==> src/hdl/itoa_pkg.sv <==
// shared constants, types and the controller state encoding for the decimal text converter
package itoa_pkg;

	localparam int VALUE_BITS = 32;

	// decimal digits of 2^(VALUE_BITS-1), the largest magnitude
	function automatic int num_digits(input int bits);
		logic [64:0] v;
		int n;
		v = 65'd1 << (bits - 1);
		n = 0;
		for (int i = 0; i < 21; i++) begin
			if (v != 65'd0) begin
				n = n + 1;
				v = v / 65'd10;
			end
		end
		return n;
	endfunction

	localparam int MAX_DIGITS = num_digits(VALUE_BITS);
	localparam int IDX_W = $clog2(MAX_DIGITS);
	localparam int CNT_W = $clog2(MAX_DIGITS + 1);

	// reciprocal of ten, rounded up, scaled by 2^(VALUE_BITS+3)
	localparam int RECIP_SHIFT = VALUE_BITS + 3;
	localparam logic [VALUE_BITS+3:0] RECIP_POW = {1'b1, {(VALUE_BITS + 3){1'b0}}};
	localparam logic [VALUE_BITS+3:0] RECIP_FULL = (RECIP_POW + 9) / 10;
	localparam logic [VALUE_BITS-1:0] RECIP = RECIP_FULL[VALUE_BITS-1:0];

	localparam logic [7:0] CHAR_ZERO = 8'h30;
	localparam logic [7:0] CHAR_MINUS = 8'h2D;

	typedef enum logic [2:0] {
		ST_IDLE,
		ST_MUL,
		ST_DIV,
		ST_SIGN,
		ST_EMIT
	} state_t;

	typedef struct packed {
		logic load;
		logic mul;
		logic div;
		logic show_sign;
		logic pop;
	} cmd_t;

	typedef struct packed {
		logic neg;
		logic quo_zero;
		logic rd_zero;
	} sts_t;

endpackage

==> src/hdl/signed_int_to_decimal_ascii.sv <==
// top level: signed integer to decimal ascii text, controller plus datapath
//
//   channel   handshake                  fields
//   input     value_valid / value_stall  value
//   output    char_valid / char_stall    character, last
//
// an item is loaded, then takes a multiply and a divide step for each of its decimal digits,
// then an output step for each of its characters, the sign included
// each digit uses the shared divide-by-ten multiplier
// reset clears the state machine and counters, the digit store is not reset
// char_stall holds the current character, value_stall is high until the run ends
module signed_int_to_decimal_ascii (
	input  logic                                  clk,
	input  logic                                  arst_n,
	input  logic                                  value_valid,
	output logic                                  value_stall,
	input  logic signed [itoa_pkg::VALUE_BITS-1:0] value,
	output logic                                  char_valid,
	input  logic                                  char_stall,
	output logic [7:0]                            character,
	output logic                                  last
);

	itoa_pkg::cmd_t cmd;
	itoa_pkg::sts_t sts;

	itoa_ctrl u_ctrl (
		.clk         (clk),
		.arst_n      (arst_n),
		.value_valid (value_valid),
		.value_stall (value_stall),
		.char_valid  (char_valid),
		.char_stall  (char_stall),
		.sts         (sts),
		.cmd         (cmd)
	);

	itoa_dp u_dp (
		.clk       (clk),
		.arst_n    (arst_n),
		.value     (value),
		.cmd       (cmd),
		.sts       (sts),
		.character (character),
		.last      (last)
	);

endmodule

==> src/hdl/itoa_dp.sv <==
// datapath: magnitude, divide-by-ten multiplier, digit store and character output
module itoa_dp (
	input  logic                                  clk,
	input  logic                                  arst_n,
	input  logic signed [itoa_pkg::VALUE_BITS-1:0] value,
	input  itoa_pkg::cmd_t                        cmd,
	output itoa_pkg::sts_t                        sts,
	output logic [7:0]                            character,
	output logic                                  last
);

	logic [itoa_pkg::VALUE_BITS-1:0]   mag_q;
	logic                              neg_q;
	logic [2*itoa_pkg::VALUE_BITS-1:0] prod_q;
	logic [3:0]                        dig_q [itoa_pkg::MAX_DIGITS];
	logic [itoa_pkg::CNT_W-1:0]        ndig_q;
	logic [itoa_pkg::IDX_W-1:0]        rd_q;

	logic [itoa_pkg::VALUE_BITS-4:0]   quo;
	logic [itoa_pkg::VALUE_BITS-1:0]   quo_ext;
	logic [itoa_pkg::VALUE_BITS-1:0]   quo_x10;
	logic [itoa_pkg::VALUE_BITS-1:0]   rem;
	logic [itoa_pkg::VALUE_BITS-1:0]   raw;

	assign raw = value;
	assign quo = prod_q[2*itoa_pkg::VALUE_BITS-1:itoa_pkg::RECIP_SHIFT];
	assign quo_ext = {3'b000, quo};
	assign quo_x10 = (quo_ext << 3) + (quo_ext << 1);
	assign rem = mag_q - quo_x10;

	// control state
	always_ff @(posedge clk or negedge arst_n) begin
		if (!arst_n) begin
			ndig_q <= '0;
			rd_q   <= '0;
		end else begin
			if (cmd.load) begin
				ndig_q <= '0;
			end else if (cmd.div) begin
				ndig_q <= ndig_q + 1'b1;
				rd_q   <= ndig_q[itoa_pkg::IDX_W-1:0];
			end else if (cmd.pop) begin
				rd_q <= rd_q - 1'b1;
			end
		end
	end

	// payload
	always_ff @(posedge clk) begin
		if (cmd.load) begin
			neg_q <= raw[itoa_pkg::VALUE_BITS-1];
			mag_q <= raw[itoa_pkg::VALUE_BITS-1] ? (~raw + 1'b1) : raw;
		end else if (cmd.div) begin
			mag_q <= quo_ext;
		end
		if (cmd.mul) begin
			prod_q <= mag_q * itoa_pkg::RECIP;
		end
		if (cmd.div) begin
			dig_q[ndig_q[itoa_pkg::IDX_W-1:0]] <= rem[3:0];
		end
	end

	assign sts.neg = neg_q;
	assign sts.quo_zero = (quo == '0);
	assign sts.rd_zero = (rd_q == '0);

	assign character = cmd.show_sign ? itoa_pkg::CHAR_MINUS
		: (itoa_pkg::CHAR_ZERO + {4'b0000, dig_q[rd_q]});
	assign last = !cmd.show_sign && (rd_q == '0);

endmodule

==> src/hdl/itoa_ctrl.sv <==
// controller state machine sequencing load, digit extraction and character output
module itoa_ctrl (
	input  logic           clk,
	input  logic           arst_n,
	input  logic           value_valid,
	output logic           value_stall,
	output logic           char_valid,
	input  logic           char_stall,
	input  itoa_pkg::sts_t sts,
	output itoa_pkg::cmd_t cmd
);

	itoa_pkg::state_t state_q;
	itoa_pkg::state_t state_nxt;

	always_ff @(posedge clk or negedge arst_n) begin
		if (!arst_n) begin
			state_q <= itoa_pkg::ST_IDLE;
		end else begin
			state_q <= state_nxt;
		end
	end

	always_comb begin
		state_nxt = state_q;
		case (state_q)
			itoa_pkg::ST_IDLE: begin
				if (value_valid) begin
					state_nxt = itoa_pkg::ST_MUL;
				end
			end
			itoa_pkg::ST_MUL: begin
				state_nxt = itoa_pkg::ST_DIV;
			end
			itoa_pkg::ST_DIV: begin
				if (sts.quo_zero) begin
					state_nxt = sts.neg ? itoa_pkg::ST_SIGN : itoa_pkg::ST_EMIT;
				end else begin
					state_nxt = itoa_pkg::ST_MUL;
				end
			end
			itoa_pkg::ST_SIGN: begin
				if (!char_stall) begin
					state_nxt = itoa_pkg::ST_EMIT;
				end
			end
			itoa_pkg::ST_EMIT: begin
				if (!char_stall && sts.rd_zero) begin
					state_nxt = itoa_pkg::ST_IDLE;
				end
			end
			default: begin
				state_nxt = itoa_pkg::ST_IDLE;
			end
		endcase
	end

	always_comb begin
		cmd = '0;
		value_stall = 1'b1;
		char_valid = 1'b0;
		case (state_q)
			itoa_pkg::ST_IDLE: begin
				value_stall = 1'b0;
				cmd.load = value_valid;
			end
			itoa_pkg::ST_MUL: begin
				cmd.mul = 1'b1;
			end
			itoa_pkg::ST_DIV: begin
				cmd.div = 1'b1;
			end
			itoa_pkg::ST_SIGN: begin
				char_valid = 1'b1;
				cmd.show_sign = 1'b1;
			end
			itoa_pkg::ST_EMIT: begin
				char_valid = 1'b1;
				cmd.pop = !char_stall;
			end
			default: begin
				value_stall = 1'b1;
			end
		endcase
	end

`ifndef SYNTHESIS
	// never take a new item while characters are going out
	assert property (@(posedge clk) disable iff (!arst_n)
		char_valid |-> value_stall)
		else $error("item taken while characters pending");

	// the marked character ends the run
	assert property (@(posedge clk) disable iff (!arst_n)
		(char_valid && !char_stall && !cmd.show_sign && sts.rd_zero) |=> !char_valid)
		else $error("character after the last one");

	// no character is offered in the cycle after an item is taken
	assert property (@(posedge clk) disable iff (!arst_n)
		(value_valid && !value_stall) |=> !char_valid)
		else $error("character without conversion");

	// digits are only written while converting
	assert property (@(posedge clk) disable iff (!arst_n)
		cmd.div |-> !char_valid && value_stall)
		else $error("digit step during output");
`endif

endmodule

==> config.mk <==
export PLATFORM = sky130hd
export DESIGN_NAME = signed_int_to_decimal_ascii
export DESIGN_NICKNAME = d
export VERILOG_FILES = /design/src/hdl/itoa_pkg.sv /design/src/hdl/signed_int_to_decimal_ascii.sv /design/src/hdl/itoa_dp.sv /design/src/hdl/itoa_ctrl.sv
export SDC_FILE = /design/constraint.sdc
export NUM_CORES = 1
export LEC_CHECK = 0
export BUFFER_PORTS_ARGS = -buffer_cell sky130_fd_sc_hd__buf_2
export CORE_MARGIN = 2
export CORE_UTILIZATION = 36
export DETAILED_ROUTE_END_ITERATION = 10
export PLACE_DENSITY_LB_ADDON = 0.08
export SYNTH_ARGS = -nofsm -noshare
export SYNTH_HDL_FRONTEND = slang
export SYNTH_SLANG_ARGS = --single-unit
==> constraint.sdc <==
create_clock -name clk -period 8.5 [get_ports clk]
set_input_delay 1.275 -clock clk [delete_from_list [all_inputs] [get_ports clk]]
set_output_delay 1.275 -clock clk [all_outputs]
set_load 0.1 [all_outputs]
### After elaboration in Yosys (flattened, before gate mapping)

Memory sizes are Yosys's and may differ from the RTL's.
Index checks and enable logic that the tools add are counted.

* register bits: 108
* memory bits (writable): 40
* word-level logic and storage cells: 58
* memories: 1

* $add $sub $neg: 6
* multipliers: 1
* equality and inequality tests: 7
* mux-type cells: 23
* bitwise operators: 2
* reductions and logical operators: 12

Memories
* u_dp.dig_q: depth 10, bits a word 4, rd ports 1, clocked after Yosys merged registers in 0, write ports 1, RTL line itoa_dp.sv:15 `logic [3:0] dig_q [itoa_pkg::MAX_DIGITS];`

Operators by type and width (number)
* $mux W32: 3
* $mul A32 B32 Y64 const B: 1
* $add A32 B1 Y32 const B: 1
* $not A32 Y32: 1
* $logic_not A29 Y1: 1
* $mux W4: 4
* $mux W3: 5
* $pmux W3 S5: 1
* $mux W1: 9
* $mux W8: 1
* $add A6 B4 Y7 const A: 1
* $eq A3 B2 Y1 const B: 2
* $add A4 B1 Y4 const B: 1
* $add A4 B4 Y4: 1
* $logic_not A4 Y1: 1
* $ne A2 B2 Y1 const B: 2
* $reduce_bool A2 Y1: 2
* $sub A4 B1 Y4 const B: 1
* $sub A4 B4 Y4: 1
* $eq A3 B1 Y1 const B: 1
* $eq A3 B3 Y1 const B: 1
* $logic_not A3 Y1: 1
* $reduce_and A3 Y1: 1
* $logic_and A1 B1 Y1: 2
* 5 further kinds: 6

### Longest topological paths before layout

Gate-level depths: netlist of run 1.

* word-level depth: 4
* depth in mapped cells: 27

### By module

A second synthesis of run 1 with hierarchy kept.

* cells, all modules: 2043
* area total of the unflattened synthesis: 21735.8 um^2

By module, submodules not included
* itoa_dp: times used 1, cells each 2018, area each 21493.1 um^2, sequential area each 3263.1 um^2
* itoa_ctrl: times used 1, cells each 25, area each 242.7 um^2, sequential area each 75.1 um^2

### Least setup slack after synthesis of run 1

Ideal clock, no wire load.

* path kind: reg-to-reg
* start point: reg u_dp.mag_q[9] (netlist bit)
* end point: reg u_dp.prod_q[59] (netlist bit) (data pin)
* library setup time: 0.269 ns
* arrival time: 6.824 ns
* slack: 1.407 ns
* stages on the path, launching flop included: 24
* buffers on the path: 1
* path through: edfxtp_1 -> ha_1 -> clkbuf_1 -> xor2_1 -> ha_1 -> a21o_1 -> fa_1 -> inv_1 -> fa_1 -> inv_1 -> fa_1 -> fa_1 -> fa_1 -> fa_1 -> ha_1 -> nand2_1 -> nor2_1 -> o311ai_0 -> a2111oi_0 -> o311a_1 -> a211o_2 -> a211oi_2 -> o31ai_1 -> xor2_1

* word-level cells in the longest chain between the ends: 1

RTL lines
* from (decl): RTL line itoa_dp.sv:12 `logic [itoa_pkg::VALUE_BITS-1:0] mag_q;`
* from (signal assigned): RTL line itoa_dp.sv:52 `mag_q <= raw[itoa_pkg::VALUE_BITS-1] ? (~raw + 1'b1) : raw;`
* from (signal assigned): RTL line itoa_dp.sv:54 `mag_q <= quo_ext;`
* $mul A32 B32 Y64: RTL line itoa_dp.sv:57 `prod_q <= mag_q * itoa_pkg::RECIP;`
* to (signal assigned): RTL line itoa_dp.sv:57
* to (decl): RTL line itoa_dp.sv:14 `logic [2*itoa_pkg::VALUE_BITS-1:0] prod_q;`

No other way between the ends.
A chain may end at the register's enable or synchronous reset.

### Worst setup path in the final report of run 1

* start point: reg u_dp.mag_q[10] (netlist bit)
* end point: reg u_dp.prod_q[63] (netlist bit) (data pin)

The elaborated chain is that of the path after synthesis.

==> results of run 1 <==
## tightest hold or removal path, stage by stage, from the launching register on
cell,delay [ps]
sky130_fd_sc_hd__edfxtp_1,360
sky130_fd_sc_hd__o21ai_0,90
sky130_fd_sc_hd__nand2_1,60
## Yosys cell counts (12+ instances only)
cell type and count:
sky130_fd_sc_hd__edfxtp_1 102, sky130_fd_sc_hd__inv_1 560, sky130_fd_sc_hd__and3_1 12, sky130_fd_sc_hd__clkbuf_1 33, sky130_fd_sc_hd__a21o_1 33, sky130_fd_sc_hd__xor2_1 62
sky130_fd_sc_hd__nand3_1 16, sky130_fd_sc_hd__and2_1 22, sky130_fd_sc_hd__xnor2_1 50, sky130_fd_sc_hd__nor2_1 45, sky130_fd_sc_hd__ha_1 358, sky130_fd_sc_hd__fa_1 386
sky130_fd_sc_hd__a21oi_1 75, sky130_fd_sc_hd__nand4_1 14, sky130_fd_sc_hd__nand2_1 108, sky130_fd_sc_hd__o21ai_0 76
## cell type report
cell class | count | area, sq um | area share (%)
tap | 782 | 978.4 | 4.082
clock inverter | 15 | 188.9 | 0.7882
clock buffer | 17 | 425.4 | 1.775
sequential | 113 | 3338 | 13.93
multi-input combinational | 1410 | 16450 | 68.63
inverter | 560 | 2102 | 8.770
timing repair buffer | 79 | 485.5 | 2.025
## cell families (layout without fill, tap and decap cells)
logic type,after synthesis,in the layout
flip-flops,113,113
multiplexers,17,17
buffers and inverters,597,671
AO/OA/AOI/OAI,259,259
XOR/XNOR,112,112
adder cells (fa/ha/maj),744,744
AND/OR/NAND/NOR,275,275
other,2,3
## per-stage QoR
| step | cell area, sq um | utilization (%) | hold WS [ps] | worst slack, ps | cells |
|---|---|---|---|---|---|
| floorplan | 22020 | - | 495.3 | 1407 | 2120 |
| global placement | 23340 | 38.68 | 535.7 | 263.1 | 2944 |
| detailed placement | 23340 | 38.68 | 527.4 | 125.2 | 2944 |
| CTS | 23960 | 39.69 | 543.5 | 77.43 | 2976 |
| global route | 23970 | 39.71 | 585.7 | 140.5 | 2976 |
| finish | 23970 | 39.71 | 545.5 | 485.3 | 2976 |
## timing repair
item,4_1_cts,5_1_grt
gates resized for setup,0,4
setup endpoints to repair,0,9
hold buffers,0,0
buffers inserted,0,0
## metal layers
metal	wire [um]	share of wire [%]	vias to the layer above	GRT usage [%]
met3	1849	2.7	89	2.537
met5	0	0	-	0
met2	33740	49	251	38.76
li1	-	-	6858	-
met1	30200	44	7423	29.44
met4	2686	3.9	0	8.724
## state kept, by name, summed over array words and instances, names as in the netlist
name,flops
u_dp.dig_q,40
u_dp.mag_q,32
u_dp.prod_q,29
u_dp.ndig_q,4
u_dp.rd_q,4
u_ctrl.state_q,3
u_dp.neg_q,1
## worst max-delay path by stage
| stage | start | end | slack, ps | cells after the start |
|---|---|---|---|---|
| 6_report | u_dp.mag_q[10] | u_dp.prod_q[63] | 490 | 24 |
| 5_1_grt | u_dp.mag_q[10] | u_dp.prod_q[63] | 140 | 24 |
| 4_1_cts | u_dp.mag_q[10] | u_dp.prod_q[63] | 80 | 24 |
| 3_5_place_dp | u_dp.mag_q[10] | u_dp.prod_q[63] | 130 | 24 |
| 3_3_place_gp | u_dp.mag_q[10] | u_dp.prod_q[63] | 260 | 24 |
| 2_1_floorplan | u_dp.mag_q[9] | u_dp.prod_q[59] | 1410 | 23 |
==> flow_summary_export.csv, run 1 <==
group,metric,value,unit
grt,initial_antenna_violation_count,0,
drt,post_drt_wl_per_cell,23.01,um
timing,fmax,124.8,MHz
die,fp.dieH,251.3,um
drt,route.detailed.drc,0,
timing,rsz0062_at_grt,"no",
grt,aggregate_global_route_resource_usage,22.65,%
synth,synth_cell_type_count,68,
drt,drt-pass1-iter-count,5,
synth,cells_taking_the_most_area_after_synthesis,"sky130_fd_sc_hd__fa_1 35%, sky130_fd_sc_hd__ha_1 20%, sky130_fd_sc_hd__edfxtp_1 14%, sky130_fd_sc_hd__inv_1 9.5%, sky130_fd_sc_hd__xor2_1 2.5%",
worst_setup_path,arrival_time_reported_for_the_critical_path_endpoint,8230,ps
clocking,htree_levels,4,
clocking,numClockSinks,113,
min_path,hold_path.startpoint,"u_dp.neg_q",
worst_setup_path,critical_path_class,"reg2reg",
synth,synthesis.yosys.warnings,0,
clocking,cts_inserted_buffers,17,
place,io_buf_count,43,
min_path,hold_path_end,"u_ctrl.state_q[0]",
die,die_x,251.3,um
layout,layout.filler_cells,5994,
clocking,clk_latency,480,ps
grt,grt_first_pass_wirelength,102700,um
die,die_area,63160,sq um
synth,synth_area_leader_cell,"sky130_fd_sc_hd__fa_1",
synth,synth_seq_cells,113,
timing,max_slew.worst_pin.slew,939.8,ps
worst_setup_path,startpoint_type,"register",
synth,synth_async_sr_flop_share,9.735,%
layout,area.growth.synth_to_final,8.859,%
timing,post-route-period-util,94.29,%
die,boundaryPins,47,
clocking,clock_tree.buffer_depth,2,
timing,slew-limit-headroom,37.12,%
layout,finalNetCount,2961,
clocking,clk_transition_reported_paths,80,ps
synth,synth.avg_cell_area,10.39,sq um
layout,layout_common_cells,"560 x sky130_fd_sc_hd__inv_1, 386 x sky130_fd_sc_hd__fa_1, 356 x sky130_fd_sc_hd__ha_1, 107 x sky130_fd_sc_hd__nand2_1, 102 x sky130_fd_sc_hd__edfxtp_1",
drt,routed-via-count,14620,
synth,synth_compound_gate_area_share,7.268,%
grt,first_global_vias,15990,
die,initial_utilization,36.48,%
clocking,cts_tree,"yes",
outcome,status,"finished clean",
drt,via_per_inst,4.913,
grt,pin_count_of_the_biggest_net_entering_global_routing,63,
worst_setup_path,critical-path-slowest-cell,"sky130_fd_sc_hd__edfxtp_1",
synth,synth-adder-area-share,55.44,%
die,core_area,60360,sq um
layout,layout-drive-gt1-share,6.791,%
worst_setup_path,destination_of_the_worst_register_to_register_timing_path,"u_dp.prod_q[63]",
worst_setup_path,r2r-start,"u_dp.mag_q[10]",
place,detail_placement_hpwl,61370,um
timing,setup-violations-final,0,
die,placementRows,90,
synth,synth.area.mux_share,1.244,%
place,finalWeightedCongestion,0.9625,
synth,syn_area,22020,sq um
layout,antenna_cells,0,
synth,sequential_fraction_of_the_synthesis_area,15.16,%
worst_setup_path,critPathMaxFanout,8,
synth,yosys.area_share.simple,6.171,%
synth,syn-instance-count,2119,
synth,yosys.area_share.xor_xnor,4.455,%
drt,initialDrtViolationCount,680,
drt,drtAntennaViolNets,0,
worst_setup_path,critical_path.max_stage_delay,570,ps
timing,clock_skew,19.37,ps
worst_setup_path,timing.critical_path.max_delay_family,"adder cells",
worst_setup_path,required,8710,ps
drt,drt-total-wl,68480,um
synth,dominantRegCellSynth,"sky130_fd_sc_hd__edfxtp_1",
synth,synth_top_family_by_area,"adder cells",
run,drv.max_cap_violation_count,0,
timing,layout_min_cycle_time,8015,ps
worst_setup_path,reg2reg_depth,24,
grt,grt-ovfl-total,0,
worst_setup_path,crit_top_cell,"sky130_fd_sc_hd__fa_1",
timing,finalMaxSlewViolations,0,
worst_setup_path,cell_chain_of_the_critical_path,"ha_1 -> xor2_1 -> ha_1 -> a21o_1 -> fa_1 -> inv_1 -> fa_1 -> inv_1 -> fa_1 -> fa_1 -> fa_1 -> fa_1 -> ha_1 -> nand2_1 -> nor2_1 -> o311ai_0 -> buf_4 -> a2111oi_2 -> buf_4 -> o311a_1 -> a211o_2 -> a211oi_2 -> o41ai_1 -> xnor2_1",
layout,layout_commonest_cell,"sky130_fd_sc_hd__inv_1",
worst_setup_path,critical_path_endpoint_category,"register",
timing,report.final.hold_viol_count,0,
worst_setup_path,rrSetupSlack,490,ps
clocking,cts_root_cell,"sky130_fd_sc_hd__clkbuf_16",
synth,post-synth-top-area-fraction,35.09,%
min_path,hold_path_depth,2,
min_path,min_delay_worst_type,"reg2reg",
worst_setup_path,crit_buf_inv,4,
synth,synth-edff-count,102,
timing,tns,0,ps
Power of run 1 is not shown: default switching activity piles up to over one toggle a cycle in this logic, so the estimate is an artifact.
==> run 2: changes to the inputs <==
--- a/config.mk
+++ b/config.mk
@@ -8,6 +8,7 @@
 export BUFFER_PORTS_ARGS = -buffer_cell sky130_fd_sc_hd__buf_2
 export CORE_MARGIN = 2
 export CORE_UTILIZATION = 36
+export CTS_BUF_LIST = sky130_fd_sc_hd__clkbuf_4 sky130_fd_sc_hd__clkbuf_8
 export DETAILED_ROUTE_END_ITERATION = 10
 export PLACE_DENSITY_LB_ADDON = 0.08
 export SYNTH_ARGS = -nofsm -noshare
==> run 2 against run 1 <==
Against the previous run: count of clock-buffer cells in the layout unchanged; fmax decreased by 0.19%; global-route usage about the same; critical path depth unchanged; final area decreased by 0.80%; first-iteration DRC count increased by 4.1%; non-clock buffer count unchanged; sequential cell count unchanged; critical path type unchanged; critical endpoint unchanged.
==> flow_summary_export.csv, run 2 (synthesis results as in run 1) <==
group,metric,value,unit
timing,clock_skew,25.88,ps
place,io_buf_count,43,
outcome,status,"finished clean",
timing,hold-worst-slack,551.4,ps
die,die_area,63160,sq um
layout,layout_commonest_cell,"sky130_fd_sc_hd__inv_1",
layout,layout_common_cells,"560 x sky130_fd_sc_hd__inv_1, 386 x sky130_fd_sc_hd__fa_1, 356 x sky130_fd_sc_hd__ha_1, 107 x sky130_fd_sc_hd__nand2_1, 102 x sky130_fd_sc_hd__edfxtp_1",
clocking,postCtsSetupRepairBufs,0,
clocking,cts_root_cell,"sky130_fd_sc_hd__clkbuf_8",
layout,finalNetCount,2961,
place,detail_placement_hpwl,61370,um
timing,rsz0062_at_grt,"no",
worst_setup_path,arrival_time_reported_for_the_critical_path_endpoint,8310,ps
grt,grt_first_pass_wirelength,102600,um
clocking,ctsResizeCount,0,
worst_setup_path,critical_path_endpoint_category,"register",
place,placed_area,23340,sq um
clocking,clk_transition_reported_paths,110,ps
worst_setup_path,crit_top_cell,"sky130_fd_sc_hd__fa_1",
worst_setup_path,startpoint_type,"register",
worst_setup_path,critical_path_class,"reg2reg",
worst_setup_path,critical_path.max_stage_delay,580,ps
grt,aggregate_global_route_resource_usage,22.62,%
die,boundaryPins,47,
clocking,holdBufCountCts,0,
timing,fmax,124.5,MHz
worst_setup_path,required,8780,ps
drt,drtAntennaViolNets,0,
place,finalWeightedCongestion,0.9625,
layout,layout.cell_area.non_filler,23780,sq um
clocking,clk_latency,540,ps
clocking,cts_tree,"yes",
worst_setup_path,critical-path-slowest-cell,"sky130_fd_sc_hd__edfxtp_1",
worst_setup_path,critPathMaxFanout,8,
drt,drt-pass1-iter-count,6,
die,initial_utilization,36.48,%
timing,report.final.hold_viol_count,0,
min_path,min_delay_worst_type,"reg2reg",
timing,slew-limit-headroom,35.37,%
layout,postLayoutCoreUtil,39.39,%
die,core_area,60360,sq um
layout,area.growth.synth_to_final,7.990,%
layout,largest_reg_flops,40,
grt,initial_antenna_violation_count,0,
layout,layout-drive-gt1-share,6.791,%
drt,post_drt_wl_per_cell,23.04,um
run,drv.max_cap_violation_count,0,
grt,pin_count_of_the_biggest_net_entering_global_routing,63,
layout,antenna_cells,0,
drt,route.detailed.drc,0,
clocking,clock_tree.buffer_depth,2,
worst_setup_path,cell_chain_of_the_critical_path,"ha_1 -> xor2_1 -> ha_1 -> a21o_1 -> fa_1 -> inv_1 -> fa_1 -> inv_1 -> fa_1 -> fa_1 -> fa_1 -> fa_1 -> ha_1 -> nand2_1 -> nor2_1 -> o311ai_0 -> buf_4 -> a2111oi_2 -> buf_4 -> o311a_1 -> a211o_2 -> a211oi_2 -> o41ai_1 -> xnor2_1",
timing,max_slew.worst_pin.slew,959.4,ps
die,fp.dieH,251.3,um
clocking,numClockSinks,113,
grt,first_global_vias,15970,
drt,initialDrtViolationCount,708,
timing,post-route-period-util,94.47,%
clocking,htree_levels,4,
timing,finalMaxSlewViolations,0,
drt,routed-via-count,14630,
timing,layout_min_cycle_time,8030,ps
timing,tns,0,ps
drt,drt-total-wl,68560,um
die,die_x,251.3,um
drt,via_per_inst,4.915,
clocking,cts_inserted_buffers,17,
timing,setup-violations-final,0,
grt,grt-ovfl-total,0,
die,placementRows,90,
worst_setup_path,rrSetupSlack,470,ps
-- run 2: cell types whose count changed in the layout (fill, tap and decap cells not counted) --
cell,change
sky130_fd_sc_hd__clkbuf_16,-17
sky130_fd_sc_hd__clkbuf_8,+17
-- run 2: worst paths after layout --
path | startpoint | endpoint | cells past startpoint
worst max register to register | u_dp.mag_q[10] | u_dp.prod_q[63] | 24
worst min register to register | u_dp.neg_q | u_ctrl.state_q[0] | 2
min in group asynchronous | arst_n | u_ctrl.state_q[2] | 1
max in group asynchronous | arst_n | u_dp.rd_q[3] | 1
worst min-delay path | u_dp.neg_q | u_ctrl.state_q[0] | 2
worst max-delay path | u_dp.mag_q[10] | u_dp.prod_q[63] | 24
-- run 2: area by class of cell --
type / instances / area, sq um
fill: 6009 / 36580
timing repair buffer: 79 / 485.5
tap: 782 / 978.4
multi-input combinational: 1410 / 16450
sequential: 113 / 3338
inverter: 560 / 2102
clock buffer: 17 / 234.0
clock inverter: 15 / 188.9
-- run 2: metal layers --
layer / wire, um / up-vias / GRT usage (%)
li1: - / 6852 / -
met1: 30370 / 7467 / 29.45
met2: 33720 / 229 / 38.69
met3: 1802 / 79 / 2.506
met4: 2655 / 0 / 8.605
met5: 0 / - / 0
-- run 2: stage by stage --
step	setup WS [ps]	instances
final	469.9	2976
after floorplan	1407	2120
after global placement	263.1	2944
after global routing	129.0	2976
after detailed placement	125.2	2944
after CTS	64.10	2976
-- run 2: worst max-delay path, delay by kind of cell (launching register included) --
family | cells | cell delay, ps
simple gates | 2 | 440
compound gates | 7 | 1820
xor+xnor | 2 | 350
buf+inv | 4 | 490
fa+ha+maj | 9 | 4050
flops | 1 | 580
Power of run 2 is left out for the same reason.
==> run 3: changes to the inputs <==
==> constraint.sdc (replaced) <==
create_clock -name clk -period 10 [get_ports clk]
set_input_delay 1.5 -clock clk [delete_from_list [all_inputs] [get_ports clk]]
set_output_delay 1.5 -clock clk [all_outputs]
set_load 0.1 [all_outputs]
==> run 3 against run 2 <==
Against the previous run: register-to-register slack better by 700 ps; sequential share of layout area rose by 0.16 points; final cell count fell by 1.0%; critical endpoint unchanged; critical path depth shrank 1.
==> flow_summary_export.csv, run 3 (synthesis results as in run 1) <==
group,metric,value,unit
outcome,status,"finished clean",
timing,setup-violations-final,0,
worst_setup_path,critical-path-slowest-cell,"sky130_fd_sc_hd__a2111oi_0",
worst_setup_path,timing.critical_path.max_delay_family,"adder cells",
worst_setup_path,cell_chain_of_the_critical_path,"ha_1 -> xor2_1 -> ha_1 -> a21o_1 -> fa_1 -> inv_1 -> fa_1 -> inv_1 -> fa_1 -> fa_1 -> fa_1 -> fa_1 -> ha_1 -> nand2_1 -> nor2_1 -> o311ai_0 -> buf_4 -> a2111oi_0 -> o311a_1 -> a211o_2 -> a211oi_2 -> o41ai_1 -> xnor2_1",
layout,layout_commonest_cell,"sky130_fd_sc_hd__inv_1",
grt,grt_first_pass_wirelength,101000,um
clocking,clk_transition_reported_paths,90,ps
drt,drt-total-wl,67630,um
layout,largest_reg_flops,40,
timing,report.final.hold_viol_count,0,
grt,grt-ovfl-total,0,
worst_setup_path,startpoint_type,"register",
worst_setup_path,required,10280,ps
layout,layout.filler_cells,6050,
worst_setup_path,timing.critical_path.from,"u_dp.mag_q[5]",
grt,initial_antenna_violation_count,1,
worst_setup_path,critical_path_class,"reg2reg",
timing,max_slew.worst_pin.slew,1106,ps
die,core_area,60360,sq um
grt,first_global_vias,15820,
worst_setup_path,critical_path_endpoint_category,"register",
timing,clock_skew,28.59,ps
die,initial_utilization,36.48,%
worst_setup_path,critical_path.max_stage_delay,950,ps
timing,post-route-period-util,88.34,%
die,die_x,251.3,um
layout,layout_common_cells,"560 x sky130_fd_sc_hd__inv_1, 386 x sky130_fd_sc_hd__fa_1, 358 x sky130_fd_sc_hd__ha_1, 107 x sky130_fd_sc_hd__nand2_1, 102 x sky130_fd_sc_hd__edfxtp_1",
clocking,cts_tree,"yes",
layout,area.growth.synth_to_final,6.791,%
run,drv.max_cap_violation_count,0,
clocking,postCtsSetupRepairBufs,0,
clocking,htree_levels,4,
timing,layout_min_cycle_time,8834,ps
worst_setup_path,cp.depth,23,
grt,pin_count_of_the_biggest_net_entering_global_routing,63,
worst_setup_path,rrSetupSlack,1170,ps
clocking,numClockSinks,113,
layout,layout-drive-gt1-share,5.273,%
place,io_buf_count,43,
drt,routed-via-count,14530,
worst_setup_path,r2r-start,"u_dp.mag_q[5]",
worst_setup_path,critical_path.endpoint,"u_dp.prod_q[63]",
clocking,cts_root_cell,"sky130_fd_sc_hd__clkbuf_8",
min_path,hold_path.startpoint,"u_dp.neg_q",
drt,drt-pass1-iter-count,7,
worst_setup_path,critPathMaxFanout,8,
clocking,clock_tree.buffer_depth,2,
layout,finalNetCount,2929,
drt,post_drt_wl_per_cell,22.96,um
timing,tns,0,ps
min_path,min_delay_worst_type,"reg2reg",
worst_setup_path,crit_buf_inv,3,
timing,rsz0062_at_grt,"no",
drt,initialDrtViolationCount,840,
worst_setup_path,reg2reg_depth,23,
grt,aggregate_global_route_resource_usage,22.33,%
die,boundaryPins,47,
die,placementRows,90,
place,finalWeightedCongestion,0.9548,
layout,postLayoutCoreUtil,38.96,%
worst_setup_path,destination_of_the_worst_register_to_register_timing_path,"u_dp.prod_q[63]",
clocking,cts_inserted_buffers,17,
drt,route.detailed.drc,0,
worst_setup_path,crit_top_cell,"sky130_fd_sc_hd__fa_1",
drt,via_per_inst,4.934,
die,die_area,63160,sq um
worst_setup_path,arrival_time_reported_for_the_critical_path_endpoint,9120,ps
clocking,ctsResizeCount,0,
timing,slew-limit-headroom,24.38,%
place,detail_placement_hpwl,60440,um
drt,drtAntennaViolNets,0,
timing,finalMaxSlewViolations,0,
die,fp.dieH,251.3,um
clocking,holdBufCountCts,0,
clocking,clk_latency,550,ps
timing,fmax,113.2,MHz
[run 3: changes by cell type in the layout (fill, tap and decap cells not counted), sizes merged]
cell	before	now
buf	79	47
inv	570	567
clkinv	1	3
clkinvlp	2	3
diode	0	1
[run 3: worst register-to-register path, cell delays in order (launching register included)]
cell	delay (ps)
sky130_fd_sc_hd__edfxtp_1	710
sky130_fd_sc_hd__ha_1	560
sky130_fd_sc_hd__xor2_1	140
sky130_fd_sc_hd__ha_1	210
sky130_fd_sc_hd__a21o_1	180
sky130_fd_sc_hd__fa_1	560
sky130_fd_sc_hd__inv_1	60
sky130_fd_sc_hd__fa_1	490
sky130_fd_sc_hd__inv_1	50
sky130_fd_sc_hd__fa_1	590
sky130_fd_sc_hd__fa_1	450
sky130_fd_sc_hd__fa_1	510
sky130_fd_sc_hd__fa_1	420
sky130_fd_sc_hd__ha_1	370
sky130_fd_sc_hd__nand2_1	120
sky130_fd_sc_hd__nor2_1	340
sky130_fd_sc_hd__o311ai_0	210
sky130_fd_sc_hd__buf_4	170
sky130_fd_sc_hd__a2111oi_0	950
sky130_fd_sc_hd__o311a_1	510
sky130_fd_sc_hd__a211o_2	270
sky130_fd_sc_hd__a211oi_2	110
sky130_fd_sc_hd__o41ai_1	480
sky130_fd_sc_hd__xnor2_1	130
[run 3: layout make-up]
class | instances | area, sq um | share of cell area, %
clock buffer | 17 | 234.0 | 0.9950
multi-input combinational | 1410 | 16440 | 69.91
inverter | 560 | 2102 | 8.940
clock inverter | 15 | 173.9 | 0.7396
antenna | 1 | 2.502 | 0.01064
sequential | 113 | 3338 | 14.20
timing repair buffer | 47 | 245.2 | 1.043
tap | 782 | 978.4 | 4.161
[run 3: how the worst min path moves through the flow]
stage	end	cells past startpoint
after floorplan	u_ctrl.state_q[0]	2
final	u_ctrl.state_q[0]	2
after global placement	u_ctrl.state_q[0]	2
after global routing	u_ctrl.state_q[0]	2
after CTS	u_ctrl.state_q[0]	2
after detailed placement	u_ctrl.state_q[0]	2
[run 3: metrics by stage]
step	worst slack (ps)	cell area, sq um	std cells	hold WS, ps
after floorplan	2907	22020	2120	495.3
after global placement	1422	23100	2912	511.7
after detailed placement	1202	23100	2912	526.5
after CTS	1161	23510	2944	545.0
after global routing	858.4	23510	2945	574.6
final	1166	23510	2945	549.1
[run 3: per-layer routing]
| layer | track usage, % | vias to the layer above | routed length, um |
|---|---|---|---|
| met1 | 28.68 | 7387 | 29650 |
| met2 | 37.06 | 249 | 32390 |
| li1 | - | 6791 | - |
| met4 | 11.24 | 0 | 3711 |
| met5 | 0 | - | 0 |
| met3 | 2.899 | 103 | 1873 |
Power of run 3 is left out for the same reason.
